File: src/sv/tmt_pkg.sv
// Shared types and constants for the TinyMT32 generator.
package tmt_pkg;

   typedef logic [31:0] word_type;
   typedef logic [2:0]  round_type;

   // Input item action codes
   localparam logic ActNext   = 1'b0;
   localparam logic ActReseed = 1'b1;

   // Configuration register indexes
   localparam logic [1:0] CsrMaskA  = 2'd0;
   localparam logic [1:0] CsrMaskB  = 2'd1;
   localparam logic [1:0] CsrTemper = 2'd2;

   localparam word_type MaskAReset  = 32'h8F70_11EE;
   localparam word_type MaskBReset  = 32'hFC78_FF1F;
   localparam word_type TemperReset = 32'h3793_FDFF;

   localparam word_type MixMul = 32'd1812433253;
   localparam word_type Low31  = 32'h7FFF_FFFF;
   localparam int       MixShift = 30;
   localparam int       AdvShift = 10;
   localparam int       TmpShift = 8;

   // Fallback state for a degenerate seed: 'T','I','N','Y'
   localparam word_type CharT = 32'h0000_0054;
   localparam word_type CharI = 32'h0000_0049;
   localparam word_type CharN = 32'h0000_004E;
   localparam word_type CharY = 32'h0000_0059;

   localparam round_type MixFirst = 3'd1;
   localparam round_type MixLast  = 3'd7;
   localparam round_type AdvFirst = 3'd0;
   localparam round_type AdvLast  = 3'd7;

   typedef struct packed {
      logic      load;     // load seed and masks into the state
      logic      mix;      // one seeding round
      logic      fix;      // realign words, check for degenerate state
      logic      advance;  // one state advance
      logic      emit;     // capture tempered value of the advanced state
      round_type round;
   } tmt_cmd_type;

endpackage

File: src/sv/tmt_channels.sv
// Request and response channel interfaces for the TinyMT32 generator.
interface tmt_req_if;
   logic        valid;
   logic        ready;
   logic        action;
   logic [31:0] seed;

   modport source (output valid, action, seed, input ready);
   modport sink   (input valid, action, seed, output ready);
endinterface

interface tmt_rsp_if;
   logic        valid;
   logic        ready;
   logic [31:0] random_value;

   modport source (output valid, random_value, input ready);
   modport sink   (input valid, random_value, output ready);
endinterface

File: src/sv/tinymt32_generator.sv
// TinyMT32 generator top level: sequencer, datapath and checks.
// A next beat (action 0) advances the 127-bit state and yields one tempered
// 32-bit value; advance and tempering complete in the accept cycle, so one
// value per clock is sustained as long as the response side keeps taking
// beats. A reseed beat (action 1) yields no response and keeps the request
// side closed through 7 seeding rounds through the single 32x32 multiplier,
// one word realignment and degenerate-state check, then 8 state advances.
// Mask registers written over the csr port act on the next advance or reseed;
// write them only while the block is idle.
module tinymt32_generator
   import tmt_pkg::*;
(
   input  logic        clock,
   input  logic        reset,
   tmt_req_if.sink     req_ch,
   tmt_rsp_if.source   rsp_ch,
   input  logic        csr_we,
   input  logic [1:0]  csr_index,
   input  word_type    csr_wdata
);

   tmt_cmd_type cmd;
   logic        req_ready;
   logic        rsp_valid;
   logic        req_fire;

   tmt_ctrl u_ctrl (
      .clock      (clock),
      .reset      (reset),
      .req_valid  (req_ch.valid),
      .req_action (req_ch.action),
      .rsp_ready  (rsp_ch.ready),
      .req_ready  (req_ready),
      .rsp_valid  (rsp_valid),
      .cmd        (cmd)
   );

   tmt_dp u_dp (
      .clock        (clock),
      .reset        (reset),
      .cmd          (cmd),
      .seed         (req_ch.seed),
      .csr_we       (csr_we),
      .csr_index    (csr_index),
      .csr_wdata    (csr_wdata),
      .random_value (rsp_ch.random_value)
   );

   assign req_ch.ready = req_ready;
   assign rsp_ch.valid = rsp_valid;
   assign req_fire     = req_ch.valid && req_ready;

   // A reseed closes the request side right away
   a_reseed_busy: assert property (@(posedge clock) disable iff (reset)
      req_fire && (req_ch.action == ActReseed) |=> !req_ready)
      else $error("request accepted right after a reseed beat");

   // and keeps it closed through the last pre-advance
   a_reseed_len: assert property (@(posedge clock) disable iff (reset)
      req_fire && (req_ch.action == ActReseed) |-> ##16 !req_ready)
      else $error("reseed sequence ended early");

   // A response only appears after a next beat
   a_rsp_source: assert property (@(posedge clock) disable iff (reset)
      $rose(rsp_valid) |-> $past(req_fire && (req_ch.action == ActNext)))
      else $error("response beat without a next request");

   // Reseed steps never issue a response capture
   a_no_emit_busy: assert property (@(posedge clock) disable iff (reset)
      (cmd.mix || cmd.fix) |-> !cmd.emit && !req_ready)
      else $error("capture or accept during reseed");

endmodule

File: src/sv/tmt_ctrl.sv
// Sequencer for the TinyMT32 generator: handshakes and reseed step control.
module tmt_ctrl
   import tmt_pkg::*;
(
   input  logic        clock,
   input  logic        reset,
   input  logic        req_valid,
   input  logic        req_action,
   input  logic        rsp_ready,
   output logic        req_ready,
   output logic        rsp_valid,
   output tmt_cmd_type cmd
);

   localparam logic [1:0] StIdle = 2'd0;
   localparam logic [1:0] StMix  = 2'd1;
   localparam logic [1:0] StFix  = 2'd2;
   localparam logic [1:0] StAdv  = 2'd3;

   logic [1:0] state_ff, state_in;
   round_type  round_ff, round_in;
   logic       rsp_valid_ff, rsp_valid_in;
   logic       req_fire;

   assign req_ready = (state_ff == StIdle) && (!rsp_valid_ff || rsp_ready);
   assign req_fire  = req_valid && req_ready;
   assign rsp_valid = rsp_valid_ff;

   always_comb begin
      state_in     = state_ff;
      round_in     = round_ff;
      cmd          = '0;
      cmd.round    = round_ff;
      rsp_valid_in = rsp_valid_ff && !rsp_ready;
      unique case (state_ff)
         StIdle: begin
            if (req_fire) begin
               if (req_action == ActReseed) begin
                  cmd.load = 1'b1;
                  state_in = StMix;
                  round_in = MixFirst;
               end else begin
                  cmd.advance  = 1'b1;
                  cmd.emit     = 1'b1;
                  rsp_valid_in = 1'b1;
               end
            end
         end
         StMix: begin
            cmd.mix = 1'b1;
            if (round_ff == MixLast) begin
               state_in = StFix;
            end else begin
               round_in = round_ff + 3'd1;
            end
         end
         StFix: begin
            cmd.fix  = 1'b1;
            state_in = StAdv;
            round_in = AdvFirst;
         end
         StAdv: begin
            cmd.advance = 1'b1;
            if (round_ff == AdvLast) begin
               state_in = StIdle;
            end else begin
               round_in = round_ff + 3'd1;
            end
         end
         default: begin
            state_in = StIdle;
         end
      endcase
   end

   always_ff @(posedge clock) begin
      if (reset) begin
         state_ff     <= StIdle;
         round_ff     <= '0;
         rsp_valid_ff <= 1'b0;
      end else begin
         state_ff     <= state_in;
         round_ff     <= round_in;
         rsp_valid_ff <= rsp_valid_in;
      end
   end

endmodule

File: src/sv/tmt_dp.sv
// Datapath for the TinyMT32 generator: state words, masks, mixer, advance, tempering.
module tmt_dp
   import tmt_pkg::*;
(
   input  logic        clock,
   input  logic        reset,
   input  tmt_cmd_type cmd,
   input  word_type    seed,
   input  logic        csr_we,
   input  logic [1:0]  csr_index,
   input  word_type    csr_wdata,
   output word_type    random_value
);

   word_type mask_a_ff, mask_b_ff, temper_ff;
   word_type w_ff [4];
   word_type w_in [4];
   word_type out_ff;

   word_type adv_x, adv_y, adv_fb;
   word_type adv [4];
   word_type rot [4];
   word_type mix_p, mix_prod;
   word_type tmp_sum, tmp_val;
   logic     degenerate;

   // State advance
   always_comb begin
      adv_x  = (w_ff[0] & Low31) ^ w_ff[1] ^ w_ff[2];
      adv_x  = adv_x ^ (adv_x << 1);
      adv_y  = w_ff[3] ^ (w_ff[3] >> 1) ^ adv_x;
      adv_fb = {32{adv_y[0]}};
      adv[0] = w_ff[1];
      adv[1] = w_ff[2] ^ (adv_fb & mask_a_ff);
      adv[2] = adv_x ^ (adv_y << AdvShift) ^ (adv_fb & mask_b_ff);
      adv[3] = adv_y;
   end

   // Tempering of the advanced state
   always_comb begin
      tmp_sum = adv[0] + (adv[2] >> TmpShift);
      tmp_val = adv[3] ^ tmp_sum ^ ({32{tmp_sum[0]}} & temper_ff);
   end

   // Seeding rounds run on a rotating window: word 0 feeds, word 1 is updated,
   // then all four rotate down by one. Seven rounds plus the fix step make
   // eight rotations, which restores the original word order.
   always_comb begin
      mix_p    = w_ff[0] ^ (w_ff[0] >> MixShift);
      mix_prod = mix_p * MixMul;
   end

   always_comb begin
      rot[0] = w_ff[1];
      rot[1] = w_ff[2];
      rot[2] = w_ff[3];
      rot[3] = w_ff[0];
      degenerate = ((rot[0] & Low31) == '0) && (rot[1] == '0) &&
                   (rot[2] == '0) && (rot[3] == '0);
   end

   always_comb begin
      for (int k = 0; k < 4; k++) begin
         w_in[k] = w_ff[k];
      end
      if (cmd.load) begin
         w_in[0] = seed;
         w_in[1] = mask_a_ff;
         w_in[2] = mask_b_ff;
         w_in[3] = temper_ff;
      end else if (cmd.mix) begin
         w_in[0] = w_ff[1] ^ (mix_prod + {29'd0, cmd.round});
         w_in[1] = w_ff[2];
         w_in[2] = w_ff[3];
         w_in[3] = w_ff[0];
      end else if (cmd.fix) begin
         if (degenerate) begin
            w_in[0] = CharT;
            w_in[1] = CharI;
            w_in[2] = CharN;
            w_in[3] = CharY;
         end else begin
            for (int k = 0; k < 4; k++) begin
               w_in[k] = rot[k];
            end
         end
      end else if (cmd.advance) begin
         for (int k = 0; k < 4; k++) begin
            w_in[k] = adv[k];
         end
      end
   end

   always_ff @(posedge clock) begin
      if (reset) begin
         for (int k = 0; k < 4; k++) begin
            w_ff[k] <= '0;
         end
      end else begin
         for (int k = 0; k < 4; k++) begin
            w_ff[k] <= w_in[k];
         end
      end
   end

   always_ff @(posedge clock) begin
      if (reset) begin
         mask_a_ff <= MaskAReset;
         mask_b_ff <= MaskBReset;
         temper_ff <= TemperReset;
      end else if (csr_we) begin
         unique case (csr_index)
            CsrMaskA:  mask_a_ff <= csr_wdata;
            CsrMaskB:  mask_b_ff <= csr_wdata;
            CsrTemper: temper_ff <= csr_wdata;
            default: begin
            end
         endcase
      end
   end

   always_ff @(posedge clock) begin
      if (cmd.emit) begin
         out_ff <= tmp_val;
      end
   end

   assign random_value = out_ff;

endmodule

File: src/flat_wrapper.sv
// flat-port wrapper written by rule: the top's interface ports become plain ports
module tinymt32_generator_flat import tmt_pkg::*;
  (clock, reset, csr_we, csr_index, csr_wdata, req_ch_valid, req_ch_action, req_ch_seed, req_ch_ready, rsp_ch_valid, rsp_ch_random_value, rsp_ch_ready);
  tmt_req_if req_ch_i ();
  tmt_rsp_if rsp_ch_i ();
  input  logic clock;
  input  logic reset;
  input  logic csr_we;
  input  logic [1:0] csr_index;
  input  word_type csr_wdata;
  input wire logic [$bits(req_ch_i.valid)-1:0] req_ch_valid;
  input wire logic [$bits(req_ch_i.action)-1:0] req_ch_action;
  input wire logic [$bits(req_ch_i.seed)-1:0] req_ch_seed;
  output wire logic [$bits(req_ch_i.ready)-1:0] req_ch_ready;
  output wire logic [$bits(rsp_ch_i.valid)-1:0] rsp_ch_valid;
  output wire logic [$bits(rsp_ch_i.random_value)-1:0] rsp_ch_random_value;
  input wire logic [$bits(rsp_ch_i.ready)-1:0] rsp_ch_ready;
  assign req_ch_i.valid = req_ch_valid;
  assign req_ch_i.action = req_ch_action;
  assign req_ch_i.seed = req_ch_seed;
  assign req_ch_ready = req_ch_i.ready;
  assign rsp_ch_valid = rsp_ch_i.valid;
  assign rsp_ch_random_value = rsp_ch_i.random_value;
  assign rsp_ch_i.ready = rsp_ch_ready;
  tinymt32_generator u_core (.clock(clock), .reset(reset), .req_ch(req_ch_i), .rsp_ch(rsp_ch_i), .csr_we(csr_we), .csr_index(csr_index), .csr_wdata(csr_wdata));
endmodule
File: config.mk
export PLATFORM = sky130hd
export DESIGN_NAME = tinymt32_generator_flat
export DESIGN_NICKNAME = d
export VERILOG_FILES = /design/src/sv/tmt_pkg.sv /design/src/sv/tmt_channels.sv /design/src/sv/tinymt32_generator.sv /design/src/sv/tmt_ctrl.sv /design/src/sv/tmt_dp.sv /design/src/flat_wrapper.sv
export SDC_FILE = /design/constraint.sdc
export NUM_CORES = 1
export LEC_CHECK = 0
export ABC_AREA = 1
export BUFFER_PORTS_ARGS = -buffer_cell sky130_fd_sc_hd__buf_2
export CORE_MARGIN = 4
export CORE_UTILIZATION = 58
export DETAILED_ROUTE_END_ITERATION = 16
export PLACE_DENSITY = 0.79
export SYNTH_ARGS = -nofsm -noshare
export SYNTH_HDL_FRONTEND = slang
export SYNTH_SLANG_ARGS = --single-unit
export TNS_END_PERCENT = 1
File: constraint.sdc
create_clock -name clock -period 5.8 [get_ports clock]
set_clock_uncertainty 0.1 [all_clocks]
set_input_delay 0.58 -clock clock [delete_from_list [all_inputs] [get_ports clock]]
set_output_delay 0.58 -clock clock [all_outputs]
set_load 0.005 [all_outputs]
==> summary.txt <==
Outcome - complete, but fails checks
Failing checks - setup timing
Post-synthesis area per instance - 7.566 sq um
CORE AREA - 43270 sq um
DR vias - 25490
Met1 wire length - 35830 um
Critical Path Source Type - flop
Cell taking the most area after synthesis - dfxtp_1
Crit Path Class - flop to flop
Cell area after synthesis - 25550 sq um
Delay-heaviest family, CP - adder cells
Global-route wire length before repair - 140800 um
Slew of the pin with the lowest slew margin - 1.021 ns
RSZ-0062 raised after global routing - yes
CP max FO - 3
# port buffers - 105
Distinct cells, synth - 51
Placed instance count - 4119
Non-Filler Instances - 4181
Die extent in x - 217.9 um
Nets - 4063
Post-synth EDFFs - 32
Hpwl dp - 68460 um
Final Max Tran Viols - 0
Number of CTS-inserted buffers - 30
Met2 WL - 37940 um
Area grow syn2layout - 15.37%
Synth warn - 0
CTS tree - built
Clock buffer depth - 3
Synth area leaders - dfxtp_1, ha_1, fa_1, nand2_1, inv_1
Tcrit/Tclk final - 105.5%
Remaining antenna violation count - 0
Placed instance area - 27890 sq um
All-layer global routing usage - 38.12%
Top Layer Used - met5
Clock latency on the worst-skew pair - 0.60 ns
FMAX - 163.4 MHz
1st-pass router iterations - 8
Vias/cell - 6.097
Path type of the worst min-delay path - primary input to flop
# rows - 76
Buf/Inv on CP - 7
Initial Util - 59.06%
Num ports - 106
CP max stage delay - 0.54 ns
Filler instances - 3590
Final min period - 6.120 ns
Slowest CP cell - fa_1
RePlAce Congestion - 1.032
Hold-fix buffers, CTS - 0
Residual DRC - 0
Starting DRT DRC Count - 3694
Top cell type's share of synthesized area - 18.02%
Die outline height - 217.9 um
Worst-path clk slew - 0.07 ns
GRT overflow - 0
Share of layout cells above drive strength 1 - 14.95%
CP arrival - 6.47 ns
# Max-Cap Violations - 0
Vias in the first global route - 23890
Post-route setup slack - -0.3197 ns
Seq cells post-synth - 262
CP Capture Type - flop
Worst relative slew slack - 31.95%
Cell count after synthesis - 3377
Final Util - 68.13%
Final setup violation count - 19
CTS sink cnt - 262
DIE AREA - 47480 sq um
# H-tree levels - 1
Routed wl met3 - 13560 um
Top post-synthesis cells by count - nand2_1, inv_1, a21oi_1, o21ai_0, ha_1
Count leader, synth - nand2_1
Post-synth top flop - dfxtp_1
Initial antenna violation count - 6
Final hold viol count - 0
Ys async rst share - 0%
Post-DR wirelength/cell - 22.18 um
Largest net degree at the start of global routing - 113
Hold slack - 0.1258 ns
WL final - 92750 um
CP Data Required Time - 6.15 ns
Root buffer cell - clkbuf_16
Final instance area - 29480 sq um
Seq/Total Area, Yosys - 21.78%
Syn Nets - 3871
-- routing by layer --
| metal | GRT usage (%) | vias to the layer above |
|---|---|---|
| met1 | 52.69 | 11840 |
| met3 | 11.05 | 316 |
| met5 | 0.5208 | - |
| met4 | 17.04 | 2 |
| li1 | - | 11510 |
| met2 | 55.31 | 1823 |
-- state kept, by name (all words and copies together) (netlist names) --
name,cells
u_core.u_ctrl.round_ff,3
u_core.u_ctrl.rsp_valid,1
u_core.u_ctrl.state_ff,2
u_core.u_dp.mask_a_ff,32
u_core.u_dp.mask_b_ff,32
u_core.u_dp.random_value,32
u_core.u_dp.temper_ff,32
u_core.u_dp.w_ff,128
-- stage by stage --
step | setup WS, ns | TNS, ns
2_1_floorplan | -0.04407 | -0.1498
3_3_place_gp | -0.4224 | -4.594
3_5_place_dp | -0.4533 | -5.888
4_1_cts | -0.3110 | -2.928
5_1_grt | -0.5516 | -8.542
6_report | -0.3197 | -3.849
-- final timing paths --
check / startpoint / cells after the start / slack [ns] / to
max: u_core.u_dp.w_ff[0][30] / 29 / -0.32 / u_core.u_dp.w_ff[0][31]
min: csr_wdata[4] / 3 / 0.13 / u_core.u_dp.temper_ff[4]
min reg2reg: u_core.u_dp.temper_ff[31] / 2 / 0.38 / u_core.u_dp.temper_ff[31]
max reg2reg: u_core.u_dp.w_ff[0][30] / 29 / -0.32 / u_core.u_dp.w_ff[0][31]
-- area by class of cell --
cell class / count / area, sq um / share of cell area [%]
multi-input combinational: 2485 / 18140 / 61.54
sequential: 262 / 5605 / 19.01
timing repair buffer: 315 / 2127 / 7.215
inverter: 475 / 1790 / 6.074
clock buffer: 41 / 853.3 / 2.895
tap: 585 / 732.0 / 2.483
clock inverter: 14 / 219.0 / 0.7428
antenna: 4 / 10.01 / 0.03395
-- worst min-delay path, stage by stage --
cell and delay (ns):
buf_2 0.10, nand2_1 0.05, nand3_1 0.06
-- cells in the final DEF (no fill, tap or decap), types with 6 or more instances in the layout --
cell	instances
nor3_1	7
nand2_1	523
xor2_1	119
nand3_1	223
ha_2	7
edfxtp_1	32
nor2_4	6
nand2_2	20
nor2_2	9
xor2_2	10
nor4_1	15
inv_2	13
o31ai_1	6
o21ai_1	13
or2_2	8
dfxtp_2	17
nor3_2	8
dfxtp_1	208
a21oi_1	295
a31oi_1	17
buf_2	105
a21o_1	7
o21ai_0	285
ha_1	254
buf_4	208
ha_4	13
o211ai_1	81
xnor2_2	12
a21oi_2	16
nor2_1	135
nand4_1	24
inv_1	459
xnor2_1	153
clkbuf_1	6
clkbuf_16	31
fa_1	145
-- kinds of logic after synthesis --
family	count (synthesis)	share of synthesized area, %
AOI/OAI and AO/OA	768	16.55
xor gates and xnor gates	294	10.66
and+or+nand+nor	1001	16.61
adders and majority gates	422	25.01
DFF	262	21.78
buffers and inverters	630	9.387
-- what timing repair did --
action	4_1_cts	5_1_grt
resized for setup	80	51
endpoints found under the setup margin	18	22
setup buffers	3	0
pin swaps	25	22
Power is not shown: default switching activity piles up to over one toggle a cycle in this logic, so the estimate is an artifact.
